[config.mk]
export PLATFORM = sky130hd
export DESIGN_NAME = button_press_classifier_blinker
export DESIGN_NICKNAME = d
export VERILOG_FILES = /design/src/hdl/bpcb_pkg.sv /design/src/hdl/button_press_classifier_blinker.sv
export SDC_FILE = /design/constraint.sdc
export NUM_CORES = 1
export LEC_CHECK = 0
export ABC_AREA = 1
export BUFFER_PORTS_ARGS = -buffer_cell sky130_fd_sc_hd__buf_4
export CAP_MARGIN = 20
export CORE_AREA = 2 2 150 189
export DETAILED_ROUTE_END_ITERATION = 12
export DIE_AREA = 0 0 152 191
export GPL_TIMING_DRIVEN = 1
export PLACE_DENSITY = 0.81
export SLEW_MARGIN = 30
export SYNTH_ARGS = -nofsm -noshare
export SYNTH_HDL_FRONTEND = slang
export SYNTH_SLANG_ARGS = --single-unit
[constraint.sdc]
create_clock -name aclk -period 5.23 [get_ports aclk]
set_input_delay 0.523 -clock aclk [delete_from_list [all_inputs] [get_ports aclk]]
set_output_delay 0.523 -clock aclk [all_outputs]
set_load 0.005 [all_outputs]
[src/hdl/bpcb_pkg.sv]
`default_nettype none

package bpcb_pkg;

    // Default width of the wrapping tick counter and its timestamps
    localparam int TIME_WIDTH_DEF = 32;

    // Configuration register widths
    localparam int CFG_TICK_W  = 16;
    localparam int CFG_COUNT_W = 3;
    localparam int CFG_INDEX_W = 3;

    // Result field widths
    localparam int COUNT_W = 3;
    localparam int BLINK_W = 4;

    // Stream payload widths
    localparam int S_TDATA_W = 8;
    localparam int M_TDATA_W = 16;

    // Configuration register indexes
    localparam logic [CFG_INDEX_W-1:0] CFG_DEBOUNCE  = 3'd0;
    localparam logic [CFG_INDEX_W-1:0] CFG_LONG      = 3'd1;
    localparam logic [CFG_INDEX_W-1:0] CFG_INTERVAL  = 3'd2;
    localparam logic [CFG_INDEX_W-1:0] CFG_FAST      = 3'd3;
    localparam logic [CFG_INDEX_W-1:0] CFG_MAX_COUNT = 3'd4;

    // Reset values of the configuration registers
    localparam logic [CFG_TICK_W-1:0]  DEBOUNCE_RST  = 16'd50;
    localparam logic [CFG_TICK_W-1:0]  LONG_RST      = 16'd800;
    localparam logic [CFG_TICK_W-1:0]  INTERVAL_RST  = 16'd200;
    localparam logic [CFG_TICK_W-1:0]  FAST_RST      = 16'd100;
    localparam logic [CFG_COUNT_W-1:0] MAX_COUNT_RST = 3'd5;

    // One result, led_level in the lowest bit
    typedef struct packed {
        logic [BLINK_W-1:0] blinks_left;
        logic [COUNT_W-1:0] press_count;
        logic               long_press;
        logic               pressed;
        logic               led_level;
    } result_t;

    localparam int RESULT_W = $bits(result_t);

endpackage : bpcb_pkg

`default_nettype wire

[src/hdl/button_press_classifier_blinker.sv]
`default_nettype none

// Button press classifier with LED feedback. Each input transaction is one
// millisecond tick carrying the sampled active-low button level in s_tdata[0];
// each tick yields exactly one output transaction with the LED level and the
// press status after that tick. Falling edges toggle the LED when the prior
// edge is older than the debounce time; a debounced hold becomes a press, a
// hold beyond the long-press time blinks the LED at the fast rate, and a short
// release bumps a wrapping press count and then toggles the LED twice that many
// times at the blink interval. All time tests are wrapping subtractions on a
// TIME_WIDTH-bit tick counter. Throughput is one tick per clock: the whole
// tick update is one registered pass over the state registers, and a new tick
// enters in the same cycle that the previous result is taken. While a result
// is held and m_tready is low, s_tready is low. The result is registered and is
// out in the cycle after its tick. Configuration registers are written over the
// cfg_* channel (always ready); the user must write them only while no tick is
// in flight (not enforced by the block); a write past the last index is dropped.

module button_press_classifier_blinker #(
    parameter int TIME_WIDTH = bpcb_pkg::TIME_WIDTH_DEF
) (
    input  wire logic                              aclk,
    input  wire logic                              aresetn,
    // Tick input; s_tdata: [0] button_level, [7:1] zero
    input  wire logic                              s_tvalid,
    output      logic                              s_tready,
    input  wire logic [bpcb_pkg::S_TDATA_W-1:0]    s_tdata,
    // Result; m_tdata: [0] led_level, [1] pressed, [2] long_press,
    // [5:3] press_count, [9:6] blinks_left, [15:10] zero
    output      logic                              m_tvalid,
    input  wire logic                              m_tready,
    output      logic [bpcb_pkg::M_TDATA_W-1:0]    m_tdata,
    // Configuration write channel
    input  wire logic                              cfg_valid,
    output      logic                              cfg_ready,
    input  wire logic [bpcb_pkg::CFG_INDEX_W-1:0]  cfg_index,
    input  wire logic [bpcb_pkg::CFG_TICK_W-1:0]   cfg_data
);
    import bpcb_pkg::*;

    localparam int PAD_W = TIME_WIDTH - CFG_TICK_W;

    // Configuration registers
    logic [CFG_TICK_W-1:0]  debounce_reg;
    logic [CFG_TICK_W-1:0]  long_reg;
    logic [CFG_TICK_W-1:0]  interval_reg;
    logic [CFG_TICK_W-1:0]  fast_reg;
    logic [CFG_COUNT_W-1:0] max_count_reg;

    // Tick state
    logic [TIME_WIDTH-1:0] tick_reg,        tick_next;
    logic [TIME_WIDTH-1:0] edge_stamp_reg,  edge_stamp_next;
    logic [TIME_WIDTH-1:0] press_stamp_reg, press_stamp_next;
    logic [TIME_WIDTH-1:0] blink_stamp_reg, blink_stamp_next;
    logic [COUNT_W-1:0]    count_reg,       count_next;
    logic [BLINK_W-1:0]    blink_left_reg,  blink_left_next;
    logic                  press_reg,       press_next;
    logic                  long_flag_reg,   long_flag_next;
    logic                  led_reg,         led_next;
    logic                  prev_button_reg;

    // Output register
    logic                  m_valid_reg;
    result_t               result_reg, result_next;

    logic                  s_accept;
    logic                  level;
    logic                  fall;
    logic [TIME_WIDTH-1:0] el_edge, el_press, el_blink;
    logic [TIME_WIDTH-1:0] deb_w, long_w, intv_w, fast_w;
    logic                  edge_old;
    logic                  start;
    logic                  held_low;
    logic                  release_evt;
    logic                  short_rel;
    logic                  tog_edge, tog_fast, tog_blink;
    logic                  blink_hit;
    logic [COUNT_W:0]      count_inc;
    logic [COUNT_W-1:0]    count_wrap;

    assign cfg_ready = 1'b1;
    assign s_tready  = !m_valid_reg || m_tready;
    assign s_accept  = s_tvalid && s_tready;
    assign m_tvalid  = m_valid_reg;
    assign m_tdata   = {{(M_TDATA_W-RESULT_W){1'b0}}, result_reg};

    // Register values on the time axis
    assign deb_w  = {{PAD_W{1'b0}}, debounce_reg};
    assign long_w = {{PAD_W{1'b0}}, long_reg};
    assign intv_w = {{PAD_W{1'b0}}, interval_reg};
    assign fast_w = {{PAD_W{1'b0}}, fast_reg};

    // Elapsed times against the stored stamps, wrapping
    assign el_edge  = tick_reg - edge_stamp_reg;
    assign el_press = tick_reg - press_stamp_reg;
    assign el_blink = tick_reg - blink_stamp_reg;

    always_comb begin
        level    = s_tdata[0];
        fall     = prev_button_reg && !level;
        edge_old = el_edge > deb_w;

        // Edge step: toggle on a debounced falling edge; stamp always
        tog_edge = fall && edge_old;

        // Press detect: an edge this tick restamps, so elapsed is zero then
        start = !level && !press_reg && !fall && edge_old;

        // Long press: a press started this tick cannot be long yet
        held_low = !level && press_reg;
        if (start) begin
            long_flag_next = 1'b0;
        end else if (held_low && (el_press > long_w)) begin
            long_flag_next = 1'b1;
        end else begin
            long_flag_next = long_flag_reg;
        end
        tog_fast = held_low && long_flag_next && (el_blink > fast_w);

        // Release
        release_evt = level && press_reg;
        short_rel   = release_evt && (el_press < long_w);
        count_inc   = {1'b0, count_reg} + {{COUNT_W{1'b0}}, 1'b1};
        if (count_inc > {1'b0, max_count_reg}) begin
            count_wrap = {{(COUNT_W-1){1'b0}}, 1'b1};
        end else begin
            count_wrap = count_inc[COUNT_W-1:0];
        end

        // Blink engine: a stamp taken this tick leaves zero elapsed
        blink_hit = tog_fast || short_rel;
        tog_blink = !blink_hit && (blink_left_reg != '0) && (el_blink > intv_w);

        count_next       = short_rel ? count_wrap : count_reg;
        if (short_rel) begin
            blink_left_next = {count_wrap, 1'b0};
        end else if (tog_blink) begin
            blink_left_next = blink_left_reg - {{(BLINK_W-1){1'b0}}, 1'b1};
        end else begin
            blink_left_next = blink_left_reg;
        end
        blink_stamp_next = (blink_hit || tog_blink) ? tick_reg : blink_stamp_reg;
        edge_stamp_next  = (fall || release_evt) ? tick_reg : edge_stamp_reg;
        press_stamp_next = start ? tick_reg : press_stamp_reg;
        if (start) begin
            press_next = 1'b1;
        end else if (release_evt) begin
            press_next = 1'b0;
        end else begin
            press_next = press_reg;
        end
        led_next  = led_reg ^ tog_edge ^ tog_fast ^ tog_blink;
        tick_next = tick_reg + {{(TIME_WIDTH-1){1'b0}}, 1'b1};

        result_next.led_level   = led_next;
        result_next.pressed     = press_next;
        result_next.long_press  = long_flag_next;
        result_next.press_count = count_next;
        result_next.blinks_left = blink_left_next;
    end

    // Configuration writes
    always_ff @(posedge aclk) begin
        if (!aresetn) begin
            debounce_reg  <= DEBOUNCE_RST;
            long_reg      <= LONG_RST;
            interval_reg  <= INTERVAL_RST;
            fast_reg      <= FAST_RST;
            max_count_reg <= MAX_COUNT_RST;
        end else if (cfg_valid && cfg_ready) begin
            case (cfg_index)
                CFG_DEBOUNCE:  debounce_reg  <= cfg_data;
                CFG_LONG:      long_reg      <= cfg_data;
                CFG_INTERVAL:  interval_reg  <= cfg_data;
                CFG_FAST:      fast_reg      <= cfg_data;
                CFG_MAX_COUNT: max_count_reg <= cfg_data[CFG_COUNT_W-1:0];
                default: ;
            endcase
        end
    end

    // Tick state, advanced once per accepted transaction
    always_ff @(posedge aclk) begin
        if (!aresetn) begin
            tick_reg        <= '0;
            edge_stamp_reg  <= '0;
            press_stamp_reg <= '0;
            blink_stamp_reg <= '0;
            count_reg       <= '0;
            blink_left_reg  <= '0;
            press_reg       <= 1'b0;
            long_flag_reg   <= 1'b0;
            led_reg         <= 1'b0;
            prev_button_reg <= 1'b1;
        end else if (s_accept) begin
            tick_reg        <= tick_next;
            edge_stamp_reg  <= edge_stamp_next;
            press_stamp_reg <= press_stamp_next;
            blink_stamp_reg <= blink_stamp_next;
            count_reg       <= count_next;
            blink_left_reg  <= blink_left_next;
            press_reg       <= press_next;
            long_flag_reg   <= long_flag_next;
            led_reg         <= led_next;
            prev_button_reg <= level;
        end
    end

    // Output register
    always_ff @(posedge aclk) begin
        if (!aresetn) begin
            m_valid_reg <= 1'b0;
        end else if (s_accept) begin
            m_valid_reg <= 1'b1;
        end else if (m_tready) begin
            m_valid_reg <= 1'b0;
        end
    end

    always_ff @(posedge aclk) begin
        if (s_accept) begin
            result_reg <= result_next;
        end
    end

    // A new press always starts as a short one
    a_press_clears_long: assert property (@(posedge aclk) disable iff (!aresetn)
        $rose(press_reg) |-> !long_flag_reg)
        else $error("press started with long flag set");

    // Pending blinks never exceed twice the largest count
    a_blink_bound: assert property (@(posedge aclk) disable iff (!aresetn)
        blink_left_reg <= 4'd14)
        else $error("blink counter out of range");

    // Every accepted tick produces a result in the next cycle
    a_result_follows: assert property (@(posedge aclk) disable iff (!aresetn)
        s_accept |=> m_valid_reg)
        else $error("accepted tick without result");

    // Tick counter moves only with an accepted transaction
    a_tick_moves: assert property (@(posedge aclk) disable iff (!aresetn)
        $past(aresetn) && !$past(s_accept) |-> $stable(tick_reg))
        else $error("tick counter moved without a transaction");

endmodule : button_press_classifier_blinker

`default_nettype wire

==> reports/qor.yml <==
clock_network:
  cts_tree: "built"
  cts.clk_slew.worst_paths_ns: 0.06
  clock_sinks: 217
  h-tree-depth: 1
  cts-root-buf: "clkbuf_16"
  clk-insertion-delay-late_ns: 0.54
  cts_buffers: 24
  clockBufferDepth: 3
synthesis:
  synthTopCellsByArea: "dfxtp_1 (24%), nand2_1 (17%), inv_1 (12%)"
  synth_edf_count: 10
  ys_seq_area_share_pct: 25.8
  synth_compound_area_share_pct: 13.7
  synth_top_family_by_area: "simple AND/OR/NAND/NOR gates"
  synth-warning-count: 0
  ys_ff_latch: 217
  synth_top_area_share_pct: 24.1
  muxShareOfSynthArea_pct: 0
  synth-simple-area-share_pct: 31.7
  synthFlopType: "dfxtp_1"
  synthCells: 2807
  synth_fa_ha_area_share_pct: 12.2
  synth_xor_area_share_pct: 2.60
  yosysUniqueCellTypes: 49
  avgSynthCellArea_sq_um: 6.13
  async_flop_share_pct: 0
  syn_area_sq_mm: 0.0172
  yosysTopAreaCell: "dfxtp_1"
global_routing:
  grt_pass1_vias: 16900
  grt.total_usage_pct: 37.4
  grt_pass1_wl_microns: 87700
  grt_start_max_net_pins: 98
  antenna_found_initial: 0
  overflow: 0
detailed_routing:
  m1WireLength_microns: 21500
  dr.max_layer_used: "met4"
  totalWireLength_microns: 54900
  drcViolationCount: 0
  drtPass1Iterations: 6
  dr_wl_met3_microns: 3970
  routedWlPerCell_microns: 17.2
  drt_iter0_markers: 1513
  wl_met2_microns: 25800
  vias: 17800
  drt-vias-per-instance: 5.56
  ant_nets: 0
timing:
  final_hold_viol_count: 0
  fin_crit_sh_pct: 93.7
  slew_headroom_pct: 38.4
  setup_slack_ns: 0.328
  fin_crit_ns: 4.90
  clock_skew_ns: 0.0186
  hold_slack_ns: 0.286
  finalMaxSlewViolations: 0
  setup_tns_ns: 0
  fmax_ghz: 0.204
  setup_viol: 0
  tightest_slew_ns: 0.924
setup_path:
  reg2reg_depth: 31
  cp_data_arrival_time_ns: 5.37
  regToRegSetupSlack_ns: 0.33
  cp.required_ns: 5.70
  critPathMaxFanout: 24
  reg2reg_from: "tick_reg[0]"
  criticalPathCategory: "reg -> reg"
  cpMostUsedCell: "nand2_1"
  cpPeakStageDelay_ns: 0.47
  startpoint_type: "flip-flop"
  r2r_end: "blink_stamp_reg[30]"
  crit_path_end_kind: "flip-flop"
  critPathSlowestCell: "fa_1"
placement:
  io_buffers: 36
  dpl.hpwl_microns: 43900
  placed_area_sq_mm: 0.0178
  gp_congestion: 0.988
  pre_cts_slack_ns: 0.313
floorplanning:
  die_h_microns: 191
  core_sq_mm: 0.0273
  rows: 68
  fp.dieW_microns: 152
  num_io_pins: 51
  initial_core_util_pct: 63.0
  dieArea_sq_mm: 0.0290
final_layout:
  drive_gt1_share_pct: 4.29
  num-fill-cells: 2537
  utilization_pct: 67.8
  areaGrowthSynthToFinish_pct: 7.66
  num_antenna_cells: 0
  regArea_sq_mm: 0.00444
  stdcell_area_sq_mm: 0.0185
  final_net_count: 3027
  multi_input_area_sq_mm: 0.0104
power_and_ir_drop:
  ir_drop_v: 0.000278
  leakage_nw: 9.80
  pwr_density_cell_mw_per_mm2: 273
hold_path:
  hp-class: "in -> reg"
  hold_end: "max_count_reg[0]"
  hold_depth: 3
  hold_start: "cfg_data[0]"
job:
  timing.max_cap.violations: 0
outcome:
  outcome: "finished clean"
area by class of cell:
type                       count  share of cell area, %
inverter                     559                   11.3
clock buffer                  34                   3.44
multi-input combinational   1976                   56.2
tap                          350                   2.36
timing repair buffer          51                   2.09
clock inverter                10                  0.608
sequential                   217                   24.0
layer usage:
layer / vias to the layer above / global-route usage, %
li1: 8901 / -
met1: 8056 / 43.1
met2: 649 / 66.1
met3: 175 / 5.51
met4: 0 / 21.4
met5: - / 0
synthesized netlist by cell type (4+ instances only):
| master | count |
|---|---|
| edfxtp_1 | 10 |
| o21a_1 | 5 |
| xor2_1 | 47 |
| nand4_1 | 51 |
| xnor2_1 | 4 |
| nor3_1 | 30 |
| o211ai_1 | 14 |
| nor3_2 | 4 |
| nor4_1 | 6 |
| and2_1 | 5 |
| o22ai_1 | 32 |
| a21oi_2 | 4 |
| ha_1 | 163 |
| o21bai_1 | 7 |
| clkbuf_1 | 42 |
| nand3_1 | 156 |
| inv_1 | 555 |
| buf_1 | 5 |
| nor2_2 | 9 |
| buf_4 | 7 |
| nand2_2 | 8 |
| o21ai_0 | 139 |
| buf_6 | 6 |
| a21oi_1 | 217 |
| dfxtp_1 | 207 |
| nor2_1 | 260 |
| nand2_1 | 778 |
| a211oi_1 | 5 |
through the flow:
step                power, mW  cells
global placement         3.35   3153
floorplan                2.97   2812
global route             5.33   3197
CTS                      5.03   3197
finish                   5.05   3197
detailed placement       3.41   3153
worst max-delay path by stage:
stage | cells after the start | end | slack [ns] | start
floorplan | 32 | blink_stamp_reg[10] | 1.49 | tick_reg[0]
global placement | 31 | blink_stamp_reg[29] | 0.51 | tick_reg[0]
detailed placement | 31 | blink_stamp_reg[30] | 0.31 | tick_reg[0]
CTS | 31 | blink_stamp_reg[30] | 0.29 | tick_reg[0]
global route | 31 | blink_stamp_reg[21] | -0.005 | tick_reg[0]
finish | 31 | blink_stamp_reg[30] | 0.33 | tick_reg[0]
worst max-delay path: cells and delay by family, from the launching register on:
family / cells / cell delay, ns
AND/OR/NAND/NOR: 21 / 2.52
adder cells (fa/ha/maj): 3 / 0.94
buffers and inverters: 4 / 0.53
flip-flops: 1 / 0.32
AO/OA/AOI/OAI: 2 / 0.32
XOR/XNOR: 1 / 0.17
kinds of logic after synthesis:
logic type	after synthesis
AND/OR/NAND/NOR	1317
buffers and inverters	619
AO/OA/AOI/OAI	435
flip-flops	217
adder cells (fa/ha/maj)	166
XOR/XNOR	51
other	2
report_power, final:
group | internal, mW | leakage [nW] | switching (mW) | total, mW
clock | 0.912 | 0.357 | 0.723 | 1.64
combinational | 0.535 | 7.65 | 1.09 | 1.62
sequential | 1.76 | 1.78 | 0.0409 | 1.80
layout by cell type, fill, tap and decap left out, drive strengths merged, types with 10 or more instances in the layout:
cell type / instances
clkbuf: 34
nand2: 787
edfxtp: 10
o211ai: 14
o22ai: 32
buf: 51
dfxtp: 207
nor2: 269
ha: 163
nand3: 159
nand4: 51
o21ai: 141
xor2: 47
a21oi: 222
inv: 557
nor3: 34
what timing repair did:
item,4_1_cts,5_1_grt
setup buffers,0,0
hold buffers,0,0
gates resized for setup,0,3
hold endpoints to repair,0,0
endpoints found under the setup margin,0,27
(Power assumes the default switching activity.)
